**config.mk**
```make
export PLATFORM = sky130hd
export DESIGN_NAME = swm_out_queue
export DESIGN_NICKNAME = d
export VERILOG_FILES = /design/src/rtl/swm_pkg.sv /design/src/rtl/swm_out_queue.sv
export SDC_FILE = /design/constraint.sdc
export NUM_CORES = 1
export LEC_CHECK = 0
export ABC_AREA = 1
export BUFFER_PORTS_ARGS = -buffer_cell sky130_fd_sc_hd__buf_2
export CAP_MARGIN = 20
export CORE_AREA = 2 2 144 111
export CTS_CLUSTER_SIZE = 8
export DETAILED_ROUTE_END_ITERATION = 16
export DIE_AREA = 0 0 146 113
export GPL_TIMING_DRIVEN = 0
export PLACE_DENSITY_LB_ADDON = 0.2
export SLEW_MARGIN = 10
export SYNTH_ARGS = -nofsm -noshare
export SYNTH_HDL_FRONTEND = slang
export SYNTH_SLANG_ARGS = --single-unit
export TNS_END_PERCENT = 30
```
**constraint.sdc**
```tcl
create_clock -name clk -period 11.9 [get_ports clk]
set_input_delay 1.19 -clock clk [delete_from_list [all_inputs] [get_ports clk]]
set_output_delay 1.19 -clock clk [all_outputs]
set_load 0.01 [all_outputs]
```
**src/rtl/swm_pkg.sv**
```systemverilog
// ----------------------------------------------------------------------------
// swm_pkg: shared types and constants of the sliding window minimiser
// Window geometry, register map, cell chain structs and helper functions.
// ----------------------------------------------------------------------------
package swm_pkg;

	// window geometry
	localparam int MAX_WINDOW = 64;
	localparam int IDX_W      = (MAX_WINDOW > 1) ? $clog2(MAX_WINDOW) : 1;
	localparam int CNT_W      = $clog2(MAX_WINDOW + 1);

	// field widths
	localparam int KMER_W = 32;
	localparam int POS_W  = 32;
	localparam int ORD_W  = 32;
	localparam int CFG_W  = 7;

	// register map
	localparam int PADDR_W = 3;
	localparam int PDATA_W = 32;
	localparam logic REG_WINDOW_KMERS = 1'b0;
	localparam logic [CFG_W-1:0] WINDOW_KMERS_RESET = CFG_W'(8);

	// control broadcast to every cell
	typedef struct packed {
		logic             load;
		logic             shift;
		logic [IDX_W-1:0] tgt;
		logic [CNT_W-1:0] win;
	} swm_ctrl_t;

	// running leftmost minimum handed along the chain
	typedef struct packed {
		logic              valid;
		logic [KMER_W-1:0] value;
		logic [IDX_W-1:0]  index;
	} swm_scan_t;

	// one result beat
	typedef struct packed {
		logic [KMER_W-1:0] value;
		logic [POS_W-1:0]  position;
		logic [ORD_W-1:0]  ordinal;
	} swm_result_t;

	// zero acts as one, oversize saturates at the chain length
	function automatic logic [CNT_W-1:0] eff_window(input logic [CFG_W-1:0] cfg);
		int unsigned c;
		c = int'(cfg);
		if (c == 0)
			return CNT_W'(1);
		else if (c > MAX_WINDOW)
			return CNT_W'(MAX_WINDOW);
		else
			return CNT_W'(c);
	endfunction

endpackage

```
**src/rtl/swm_out_queue.sv**
```systemverilog
// ----------------------------------------------------------------------------
// swm_out_queue: two-entry result buffer
// Output register with a skid slot so a new item can enter while a result
// beat waits on a stalled output.
// ----------------------------------------------------------------------------
module swm_out_queue (
	input  logic                 clk,
	input  logic                 arst_n,
	input  logic                 push,
	input  swm_pkg::swm_result_t push_data,
	output logic                 full,
	output logic                 out_valid,
	input  logic                 out_stall,
	output swm_pkg::swm_result_t out_data
);
	import swm_pkg::*;

	logic        head_v_q;
	logic        skid_v_q;
	swm_result_t head_q;
	swm_result_t skid_q;
	logic        pop;

	assign pop = head_v_q && !out_stall;

	// occupancy
	always_ff @(posedge clk or negedge arst_n) begin
		if (!arst_n) begin
			head_v_q <= 1'b0;
			skid_v_q <= 1'b0;
		end else if (pop) begin
			if (skid_v_q) begin
				skid_v_q <= push;
			end else begin
				head_v_q <= push;
			end
		end else if (!head_v_q) begin
			head_v_q <= push;
		end else if (push) begin
			skid_v_q <= 1'b1;
		end
	end

	// payload
	always_ff @(posedge clk) begin
		if (pop) begin
			if (skid_v_q) begin
				head_q <= skid_q;
				skid_q <= push_data;
			end else begin
				head_q <= push_data;
			end
		end else if (!head_v_q) begin
			head_q <= push_data;
		end else if (push) begin
			skid_q <= push_data;
		end
	end

	assign full      = skid_v_q;
	assign out_valid = head_v_q;
	assign out_data  = head_q;

endmodule

```
# Word level (Yosys, flattened, before mapping)
# Cells that the tools add are included.
# word_totals
latch_bits,0
memories,0
register_bits,194
inputBits,100
wordCells,31
rom_bits,0
output_inout_bits,98
ram_bits,0
# classes
eq_ne,3
div_mod_pow,0
reduce_logical,6
n_mul,0
n_shift,0
bitwise,0
n_mux,14
magnitude_cmp,0
n_addsub,0
# op_table
operator,count
$mux 96,7
$mux 1,7
$ne 2x2->1 const B,2
$reduce_bool 2->1,2
$reduce_and 3->1,1
$ne 2x1->1 const B,1
$reduce_and 2->1,1
$logic_and 1x1->1,1
$logic_not 1->1,1

# Longest topological paths before layout
# depth
ltp_word,4
mapped_depth,6
mapped_depth_nobuf,4

# Worst setup path before layout
# OpenSTA, ideal clock, no wires.
# synth_timing
kind,input to register
start,input out_stall
end,register skid_q[0] (netlist name) (enable)
arrival_ns,10.285
setup_ns,0.683
stages,2
n_path_buf,0
required_ns,11.217
slack_ns,0.932
cell_sequence,nand2_1 o21ai_0
# synth_via
elab_chain_cells,4
elab_cells_between_ends,6
cone_classes,eq/ne: 1; reduce/logical: 5
# synth_rtl
element,line_no,text
from (decl),swm_out_queue.sv:13,"input logic out_stall,"
$logic_not 1->1 (*),swm_out_queue.sv:24,assign pop = head_v_q && !out_stall;
$logic_and 1x1->1 (*),swm_out_queue.sv:24,
$ne 2x2->1 (no line) or $reduce_bool 2->1 (tied branches),n/a,
$reduce_and 3->1 (no line) (*),n/a,
to (signal assigned),swm_out_queue.sv:49,skid_q <= push_data;
to (signal assigned),swm_out_queue.sv:56,skid_q <= push_data;
to (decl),swm_out_queue.sv:21,swm_result_t skid_q;
# Mark *: on every way between the ends. The rest lies on a longest branch, timed or not.
# A chain may end at the register's enable or synchronous reset.

# Worst setup path after layout
# layout_timing
start,input out_stall
end,register skid_q[19] (netlist name) (enable)
# Same word-level chain as after synthesis.

==> reports/metrics.yaml <==
run_status:
  outcome: "complete, no violations"
power_and_ir_drop:
  leakage_nw: 3.99
  worst_ir_drop_vdd_v: 0.000133
  swShare: 0.259
  fin_total_pwr_w: 0.00170
  sequentialPowerShare: 0.518
  intPower_w: 0.00126
  clockPowerShare: 0.332
  netSwitchingPower_w: 0.000440
  combPwrFrac: 0.150
  powerDensity_nw_per_um2: 182
sta:
  final-setup-viol-count: 0
  slew_violations: 0
  finalCritPeriodShare: 0.272
  hold_violations: 0
  slew_headroom: 0.425
  fin_skew_ns: 0.00853
  setup_slack_ns: 8.66
  max_freq_mhz: 309
  tightestPinTransition_ns: 0.862
  rsz0062_at_grt: "no"
  min_period_ns: 3.24
placement:
  dp_slack_ns: 8.17
  placed_area_um2: 8760
  io_buffer_count: 197
  gp_congestion: 0.785
  place_hpwl_um: 11400
synth:
  syn_area_per_cell_um2: 13.8
  synth_fa_ha_area_frac: 0
  synthXorXnorAreaFrac: 0
  synth_compound_area_frac: 0.000676
  synth_nets: 636
  synth_top_family_by_area: "simple AND/OR/NAND/NOR gates"
  ys_seq_area_frac: 0.785
  yosys_register_bits: 194
  syn-cell-area_um2: 7410
  synth.distinct_cells: 13
  yosys_warnings: 0
  synth-simple-area-share: 0.184
  syn_inst: 536
  synthMuxAreaShare: 0
grt:
  grt_pass1_wl_um: 26200
  use_met1: 0.281
  grt_max_degree: 60
  grtUsageMet3: 0.0532
  antenna_found_initial: 1
  overflow: 0
  busiest_layer: "met2"
  use_met2: 0.327
  first_global_vias: 5040
  track_usage: 0.206
final_layout:
  layout_common_cells: "buf_2 (211), nand2_1 (198), edfxtp_1 (192)"
  finalInstanceArea_um2: 9340
  finish.utilization: 0.621
  layout-drive-gt1-share: 0.334
  synthToLayoutAreaGrowth_pct: 26.0
  num-fill-cells: 1218
  nets: 856
  layout_commonest_cell: "buf_2"
  antenna_cells: 0
clock_tree:
  post-cts-setup-buffer-count: 0
  tritoncts: "done"
  cts_inserted_buffers: 17
  clk_path_buf_depth: 2
  cts_hold_buf: 0
  clockRootBuffer: "clkbuf_16"
  clock_sinks: 194
  clk_pin_slew_ns: 0.07
  h-tree-depth: 4
  clk_latency_ns: 0.42
  cts_resized: 0
worst_setup_path:
  cp_max_fo: 59
  crit_type: "in -> reg"
  rrSetupSlack_ns: 8.78
  setup.worst_path.start_class: "input port"
  cp.arrival_ns: 3.37
  end_kind: "flip-flop"
  critPathRequiredTime_ns: 12.03
route:
  wl_per_cell_um: 17.2
  drcViolationCount: 0
  vias: 5137
  ant_nets: 0
  wl_um: 16700
  routed_via_density: 5.27
  drt_iter0_drc: 349
  drtPass1Iterations: 5
floorplan:
  io_pins: 198
  fp.dieW_um: 146
  coreArea_um2: 15000
  fp.dieH_um: 113
  start_util: 0.493
  rows: 39
  fp.dieArea_um2: 16500
job:
  cap_violations: 0
min_path:
  hold_class: "in -> async"
==> path summary, 6_finish.rpt <==
kind                            cells after the start                  start                      to
max in group asynchronous                           1                 arst_n   out_valid$_DFFE_PN0P_
worst min-delay path                                1                 arst_n        full$_DFFE_PN0P_
worst max-delay path                                6              out_stall    skid_q[19]$_DFFE_PP_
worst min register to register                      2   skid_q[65]$_DFFE_PP_  out_data[65]$_DFFE_PP_
min in group clk                                    2   skid_q[65]$_DFFE_PP_  out_data[65]$_DFFE_PP_
worst max register to register                      7  out_valid$_DFFE_PN0P_    skid_q[19]$_DFFE_PP_
==> Yosys cell counts (all sizes together) <==
library cell | number | area share
nand4 | 96 | 0.081
edfxtp | 192 | 0.78
clkbuf | 20 | 0.010
nand2 | 199 | 0.10
dfrtp | 2 | 0.0068
o21ai | 1 | 0.00068
inv | 2 | 0.0010
buf | 22 | 0.019
nand3 | 2 | 0.0020
==> state kept, by name, summed over array words and instances, names as in the netlist <==
signal     flops
skid_q        96
out_data      96
out_valid      1
full           1
==> cells by family after synthesis <==
family	count (synthesis)
buffers and inverters	44
AOI/OAI and AO/OA	1
and+or+nand+nor	297
DFF	194
==> worst max-delay path, cell delays in order <==
cell	delay (ns)
buf_2	0.12
nand2_4	0.46
buf_12	0.40
o21ai_4	0.68
buf_12	0.28
buf_16	0.20
==> final cells by class <==
cell class	instances	area (um2)	area share
multi-input cells	298	1390	0.149
well taps	205	256	0.0275
inverters	2	7.51	0.000804
clock buffers	17	425	0.0456
flip-flops and latches	194	5820	0.623
clock inverters	15	154	0.0165
plain buffers	42	216	0.0232
repair buffers	201	1070	0.115
==> power groups by stage <==
stage	Combinational [W]	Clock (W)	Sequential, W
after floorplan	0.000111	0	0.000933
after detailed placement	0.000255	0	0.000894
final	0.000254	0.000564	0.000880
after CTS	0.000256	0.000575	0.000881
after global placement	0.000238	0	0.000913
after global routing	0.000280	0.000599	0.000887
==> stage by stage <==
step / TNS [ns] / hold WS (ns) / instances
after floorplan: 0 / 0.537 / 536
after global placement: -345.64 / 0.550 / 938
after detailed placement: 0 / 0.556 / 942
after CTS: 0 / 0.516 / 974
after global routing: 0 / 0.512 / 974
final: 0 / 0.533 / 974
==> routing by layer <==
layer / part of all wire / vias up
met4: 0.016 / 0
met3: 0.064 / 19
met2: 0.48 / 196
met5: 0 / -
li1: - / 2424
met1: 0.44 / 2498
Power figures use the tool's default switching activity.
