### config.mk
export PLATFORM = sky130hd
export DESIGN_NAME = swm_cell
export DESIGN_NICKNAME = d
export VERILOG_FILES = /design/src/rtl/swm_pkg.sv /design/src/rtl/swm_cell.sv
export SDC_FILE = /design/constraint.sdc
export NUM_CORES = 1
export LEC_CHECK = 0
export BUFFER_PORTS_ARGS = -buffer_cell sky130_fd_sc_hd__buf_2
export CAP_MARGIN = 20
export CORE_MARGIN = 5
export CORE_UTILIZATION = 45
export DETAILED_ROUTE_END_ITERATION = 8
export GPL_ROUTABILITY_DRIVEN = 0
export PLACE_DENSITY = 0.9
export SKIP_CTS_REPAIR_TIMING = 1
export SLEW_MARGIN = 20
export SYNTH_ARGS = -nofsm -noshare
export SYNTH_HDL_FRONTEND = slang
export SYNTH_SLANG_ARGS = --single-unit
### constraint.sdc
create_clock -name clk -period 3.9 [get_ports clk]
set_input_delay 0.195 -clock clk [delete_from_list [all_inputs] [get_ports clk]]
set_output_delay 0.195 -clock clk [all_outputs]
set_load 0.005 [all_outputs]
### src/rtl/swm_pkg.sv
// ----------------------------------------------------------------------------
// swm_pkg: shared types and constants of the sliding window minimiser
// Window geometry, register map, cell chain structs and helper functions.
// ----------------------------------------------------------------------------
package swm_pkg;

	// window geometry
	localparam int MAX_WINDOW = 64;
	localparam int IDX_W      = (MAX_WINDOW > 1) ? $clog2(MAX_WINDOW) : 1;
	localparam int CNT_W      = $clog2(MAX_WINDOW + 1);

	// field widths
	localparam int KMER_W = 32;
	localparam int POS_W  = 32;
	localparam int ORD_W  = 32;
	localparam int CFG_W  = 7;

	// register map
	localparam int PADDR_W = 3;
	localparam int PDATA_W = 32;
	localparam logic REG_WINDOW_KMERS = 1'b0;
	localparam logic [CFG_W-1:0] WINDOW_KMERS_RESET = CFG_W'(8);

	// control broadcast to every cell
	typedef struct packed {
		logic             load;
		logic             shift;
		logic [IDX_W-1:0] tgt;
		logic [CNT_W-1:0] win;
	} swm_ctrl_t;

	// running leftmost minimum handed along the chain
	typedef struct packed {
		logic              valid;
		logic [KMER_W-1:0] value;
		logic [IDX_W-1:0]  index;
	} swm_scan_t;

	// one result beat
	typedef struct packed {
		logic [KMER_W-1:0] value;
		logic [POS_W-1:0]  position;
		logic [ORD_W-1:0]  ordinal;
	} swm_result_t;

	// zero acts as one, oversize saturates at the chain length
	function automatic logic [CNT_W-1:0] eff_window(input logic [CFG_W-1:0] cfg);
		int unsigned c;
		c = int'(cfg);
		if (c == 0)
			return CNT_W'(1);
		else if (c > MAX_WINDOW)
			return CNT_W'(MAX_WINDOW);
		else
			return CNT_W'(c);
	endfunction

endpackage

### src/rtl/swm_cell.sv
// ----------------------------------------------------------------------------
// swm_cell: one window slot of the minimiser chain
// Holds one k-mer, shifts towards the head, and folds its entry into the
// running leftmost minimum passing through it.
// ----------------------------------------------------------------------------
module swm_cell (
	input  logic                      clk,
	input  logic                      arst_n,
	input  logic [swm_pkg::IDX_W-1:0] cell_idx,
	input  swm_pkg::swm_ctrl_t        ctrl,
	input  logic [swm_pkg::KMER_W-1:0] kmer,
	input  logic [swm_pkg::KMER_W-1:0] right_entry,
	output logic [swm_pkg::KMER_W-1:0] entry,
	input  swm_pkg::swm_scan_t        scan_in,
	output swm_pkg::swm_scan_t        scan_out
);
	import swm_pkg::*;

	logic [KMER_W-1:0] entry_q;
	logic              scan_valid_q;
	logic [KMER_W-1:0] scan_value_q;
	logic [IDX_W-1:0]  scan_index_q;
	logic              active;
	logic              take;

	// slot storage: load at the target, shift the rest towards the head
	always_ff @(posedge clk) begin
		if (ctrl.load && (cell_idx == ctrl.tgt)) begin
			entry_q <= kmer;
		end else if (ctrl.shift && (cell_idx < ctrl.tgt)) begin
			entry_q <= right_entry;
		end
	end

	// only slots inside the window take part in the minimum
	assign active = (CNT_W'(cell_idx) < ctrl.win);
	assign take   = active && (entry_q < scan_in.value);

	// scan stage valid
	always_ff @(posedge clk or negedge arst_n) begin
		if (!arst_n) begin
			scan_valid_q <= 1'b0;
		end else begin
			scan_valid_q <= scan_in.valid;
		end
	end

	// scan stage payload, strictly smaller keeps the leftmost
	always_ff @(posedge clk) begin
		if (take) begin
			scan_value_q <= entry_q;
			scan_index_q <= cell_idx;
		end else begin
			scan_value_q <= scan_in.value;
			scan_index_q <= scan_in.index;
		end
	end

	assign entry    = entry_q;
	assign scan_out = {scan_valid_q, scan_value_q, scan_index_q};

endmodule

; After elaboration in Yosys (flattened, before gate mapping)
; Cells that the tools add are included.
[op_classes]
n_reduce_logical = 4
n_eq_ne = 1
n_lt_le_gt_ge = 3
n_mux = 4
[ops]
columns = operator, n
row1 = two-way mux 32 bit, 3
row2 = < comparator 32 bit, 1
row3 = < comparator 6 x 7 -> 1 bit, 1
row4 = equality test 6 bit, 1
row5 = < comparator 6 bit, 1
row6 = two-way mux 6 bit, 1
row7 = logical AND 1 bit, 3
row8 = nonzero test 2 bit, 1
[totals]
wordCells = 16
reg_bits = 71
input_bits = 126

; Depth between registers and ports, before layout
[depth]
ltp_word = 4
depth_mapped = 10
depth_no_buf = 8

; Worst setup path before layout
; No wires, ideal clock.
[synth_path]
path_kind = flip-flop to flip-flop
start = register entry_q[2] (netlist: entry[2])
end = register scan_value_q[11]
synth_period_minus_slack_ns = 2.287
arrival_time_ns = 2.165
setup_slack_ns = 1.613
t_required_ns = 3.779
path_stages_with_launch = 10
n_path_buf = 2
path_cell_list = edfxtp_1 -> ha_1 -> a211oi_1 -> o21ai_1 -> a21oi_1 -> o41ai_2 -> a41oi_1 -> buf_4 -> buf_6 -> mux2_4
[synth_via]
elab_chain_cells = 3
[synth_lines]
columns = item, line_no
row1 = start: declaration, swm_cell.sv:19  ; logic [KMER_W-1:0] entry_q;
row2 = start signal: assignment, swm_cell.sv:29  ; entry_q <= kmer;
row3 = start signal: assignment, swm_cell.sv:31  ; entry_q <= right_entry;
row4 = < comparator 32 bit, swm_cell.sv:37  ; assign take = active && (entry_q < scan_in.value);
row5 = logical AND 1 bit, swm_cell.sv:37
row6 = two-way mux 32 bit, swm_cell.sv:50  ; if (take) begin
row7 = end signal: assignment, swm_cell.sv:51  ; scan_value_q <= entry_q;
row8 = end signal: assignment, swm_cell.sv:54  ; scan_value_q <= scan_in.value;
row9 = end: declaration, swm_cell.sv:21  ; logic [KMER_W-1:0] scan_value_q;
; No other way between the ends.
; A chain may end at the register's enable or synchronous reset.

; Worst setup path after layout
[layout_path]
start = register entry_q[2] (netlist: entry[2])
end = register scan_value_q[6]
; The elaborated chain is that of the path after synthesis.

==> metrics.md <==
| Metric | Value |
|---|---|
| Status | `completed` |
| Nets | `around 670` |
| Synth top area share | `about a quarter` |
| Hold Vio Cnt, Final | `0` |
| Die X | `about 100 um` |
| Pin count of the biggest net entering global routing | `33` |
| Remaining global-route overflow | `0` |
| Slowest stage delay, CP | `slightly below 0.8 ns` |
| Final hold slack | `slightly above 0.09 ns` |
| Worst slew margin | `between 30% and 40%` |
| Post-DR wirelength/cell | `approximately 17 um` |
| Synth cell types | `30` |
| Sequential area share after synthesis | `around 47%` |
| Share of cells above drive strength 1 | `between 50% and 60%` |
| Max VDD drop | `~0.16 mV` |
| Critical path fanouts, max | `18` |
| Clock H-tree levels | `3` |
| ANT cells | `0` |
| Clk_skew | `slightly below 0.009 ns` |
| Via density | `about 5` |
| Hold WC Path Type | `input pin to flip-flop` |
| DRT iter0 DRCs | `101` |
| CP max-delay cell | `a41oi_4` |
| Number of global-route vias before repair | `between 3000 and 4000` |
| Layout Utilization | `61.71%` |
| Synthesized flop and latch total | `between 70 and 80` |
| Die span in y | `101.0 um` |
| Max-cap viol count | `0` |
| CTS Sinks | `71` |
| Pwr Total | `between 2 and 2.5 mW` |
| Slew @ Worst Pin | `about 0.92 ns` |
| Critical-path cell list | `ha_1 > a211oi_1 > o21ai_1 > a21oi_1 > o41ai_2 > a41oi_4 > buf_4 > mux2_2` |
| IO buf count | `between 150 and 200` |
| Detail Route Antenna Nets | `0` |
| Hpwl dp | `approximately 8.2 mm` |
| Ranking of synthesized cells by area | `edfxtp_1, dfxtp_1, mux2_2` |
| Post-Route Setup TNS | `0 ns` |
| Die area | `10200 um2` |
| Fmax | `327.2 MHz` |
| Ys Warns | `0` |
| Worst EP arrival | `3.28 ns` |
| Num CTS Buffers | `9` |
| Crit Path Class | `flip-flop to flip-flop` |
| # DRC | `0` |
| P per Cell Area | `406.6 nW/um2` |
| Unrepaired setup endpoints after global routing | `false` |
| Clock root cell | `clkbuf_8` |
| Crit path launch type | `flip-flop` |
| Total number of vias | `between 3000 and 4000` |
| Syn-to-layout area delta | `34.77%` |
| Antenna violations before repair | `0` |
| Final Max Tran Viols | `0` |
| First-pass GRT wire length | `around 15 mm` |
| CTS tree | `done` |
| Total GRT Usage | `19.23%` |
| Fin crit period | `3.056 ns` |
| Detailed Route WL | `10.18 mm` |
| Placed cell area | `approximately 4800 um2` |
| Initial core utilization | `45.79%` |
| Worst setup EP type | `flip-flop` |
| Post-Syn Area | `around 3700 um2` |
| Max Root-Sink Buffers | `2` |
| TritonRoute pass-1 iters | `4` |
| Syn Nets | `470` |
| FP Rows | `33` |
| CP required | `a little over 4 ns` |
| Post-synth top area cell | `edfxtp_1` |
| I/O pin count | `197` |
| Clk_lat worst skew | `0.33 ns` |
| Design Area, Final | `about 5000 um2` |
| Final cycle utilization of the critical path | `about four fifths` |
| Syn Area/Cell | `12.33 um2` |
| Cells after Synth | `~300` |
| Clock transition at path regs | `around 0.080 ns` |
| Static leakage | `2.530 nW` |
| CORE AREA | `around 8100 um2` |
| Final setup viols | `0` |
[kinds of logic (layout without fill, tap and decap cells)]
logic type | count (synthesis) | after routing | synth area share (%)
AOI/OAI and AO/OA | 35 | 35 | 5.845
buffers and inverters | 51 | 260 | 5.777
DFF | 71 | 71 | 46.89
adders and majority gates | 42 | 42 | 14.11
muxes | 70 | 70 | 23.18
and+or+nand+nor | 33 | 33 | 4.199
[final cells by class]
class / count / area, um2
tap: 105 / 131.4
sequential: 71 / 1747
timing repair buffer: 201 / 1023
inverter: 43 / 161.4
clock buffer: 12 / 145.1
multi-input combinational: 180 / 1789
clock inverter: 4 / 22.52
fill: 673 / 3114
[path summary, 6_finish.rpt]
path	startpoint	endpoint	slack [ns]	cells past startpoint
worst max-delay path	entry[2]$_DFFE_PP_	scan_value_q[6]$_DFF_P_	0.84	8
worst min-delay path	scan_in[1]	scan_index_q[1]$_DFF_P_	0.09	2
worst max register to register	entry[2]$_DFFE_PP_	scan_value_q[6]$_DFF_P_	0.84	8
worst min register to register	entry[22]$_DFFE_PP_	scan_value_q[22]$_DFF_P_	0.54	1
max in group asynchronous	arst_n	scan_valid_q$_DFF_PN0_	3.66	2
min in group asynchronous	arst_n	scan_valid_q$_DFF_PN0_	0.16	2
[sequential cells by signal, summed over array words and instances (netlist names)]
register and cells:
entry 32, scan_value_q 32, scan_valid_q 1, scan_index_q 6
[layer usage]
metal	track usage, %	vias up	part of all wire [%]
met5	0	-	0
met4	6.646	0	2.1
met3	4.567	19	6.5
met2	36.66	116	55
met1	20.46	1452	36
li1	-	1482	-
[cell usage in the layout, fill, tap and decap left out, drive strengths merged]
cell type    Yosys  layout
mux2            70      70
inv             43      43
a21boi           1       1
nand4            4       4
a31o             1       1
and4             1       1
ha              42      42
dfrtp            1       1
nor3             4       4
o32ai            1       1
a41oi            1       1
nand3            2       2
clkbuf           3      12
dlygate4sd3      0       2
clkinv           0       3
nor2b            2       2
nand2           11      11
dfxtp           38      38
o31ai            1       1
o21ai            8       8
clkinvlp         0       1
a21oi           15      15
o41ai            1       1
edfxtp          32      32
a211oi           3       3
o21a             3       3
nor2             8       8
nand4b           1       1
buf              5     199
[cell usage after synthesis]
cell,count
o21ai_0,7
a21oi_1,15
inv_1,43
o32ai_1,1
a211oi_1,3
dfrtp_1,1
nor2b_1,2
o31ai_1,1
clkbuf_1,3
a31o_2,1
ha_1,42
mux2_2,50
buf_4,2
mux2_4,20
nand3_1,2
a41oi_1,1
nand4b_1,1
a21boi_0,1
buf_6,2
o41ai_2,1
nand4_1,4
o21a_1,3
nor2_1,8
buf_2,1
and4_1,1
o21ai_1,1
nor3_1,4
edfxtp_1,32
dfxtp_1,38
nand2_1,11
[power breakdown]
group	total (mW)	leakage (nW)	internal [mW]	switching, mW
Sequential	0.957	0.635	0.904	0.0528
Combinational	0.558	1.81	0.309	0.249
Clock	0.526	0.0861	0.246	0.280
Total	2.04	2.53	1.46	0.582
[stage by stage]
| stage | std cells | worst slack, ns |
|---|---|---|
| 2_1_floorplan | 302 | 1.613 |
| 3_3_place_gp | 598 | 0.9484 |
| 3_5_place_dp | 598 | 0.8109 |
| 4_1_cts | 614 | 0.8050 |
| 5_1_grt | 616 | 0.6860 |
| 6_report | 616 | 0.8439 |
[critical path, delay by kind of cell (launching register included)]
family,cells,cell delay [ns]
buffers and inverters,1,0.38
AOI/OAI and AO/OA,5,1.46
muxes,1,0.37
adders and majority gates,1,0.33
DFF,1,0.42
No activity file was read; power rests on OpenSTA's default activity.
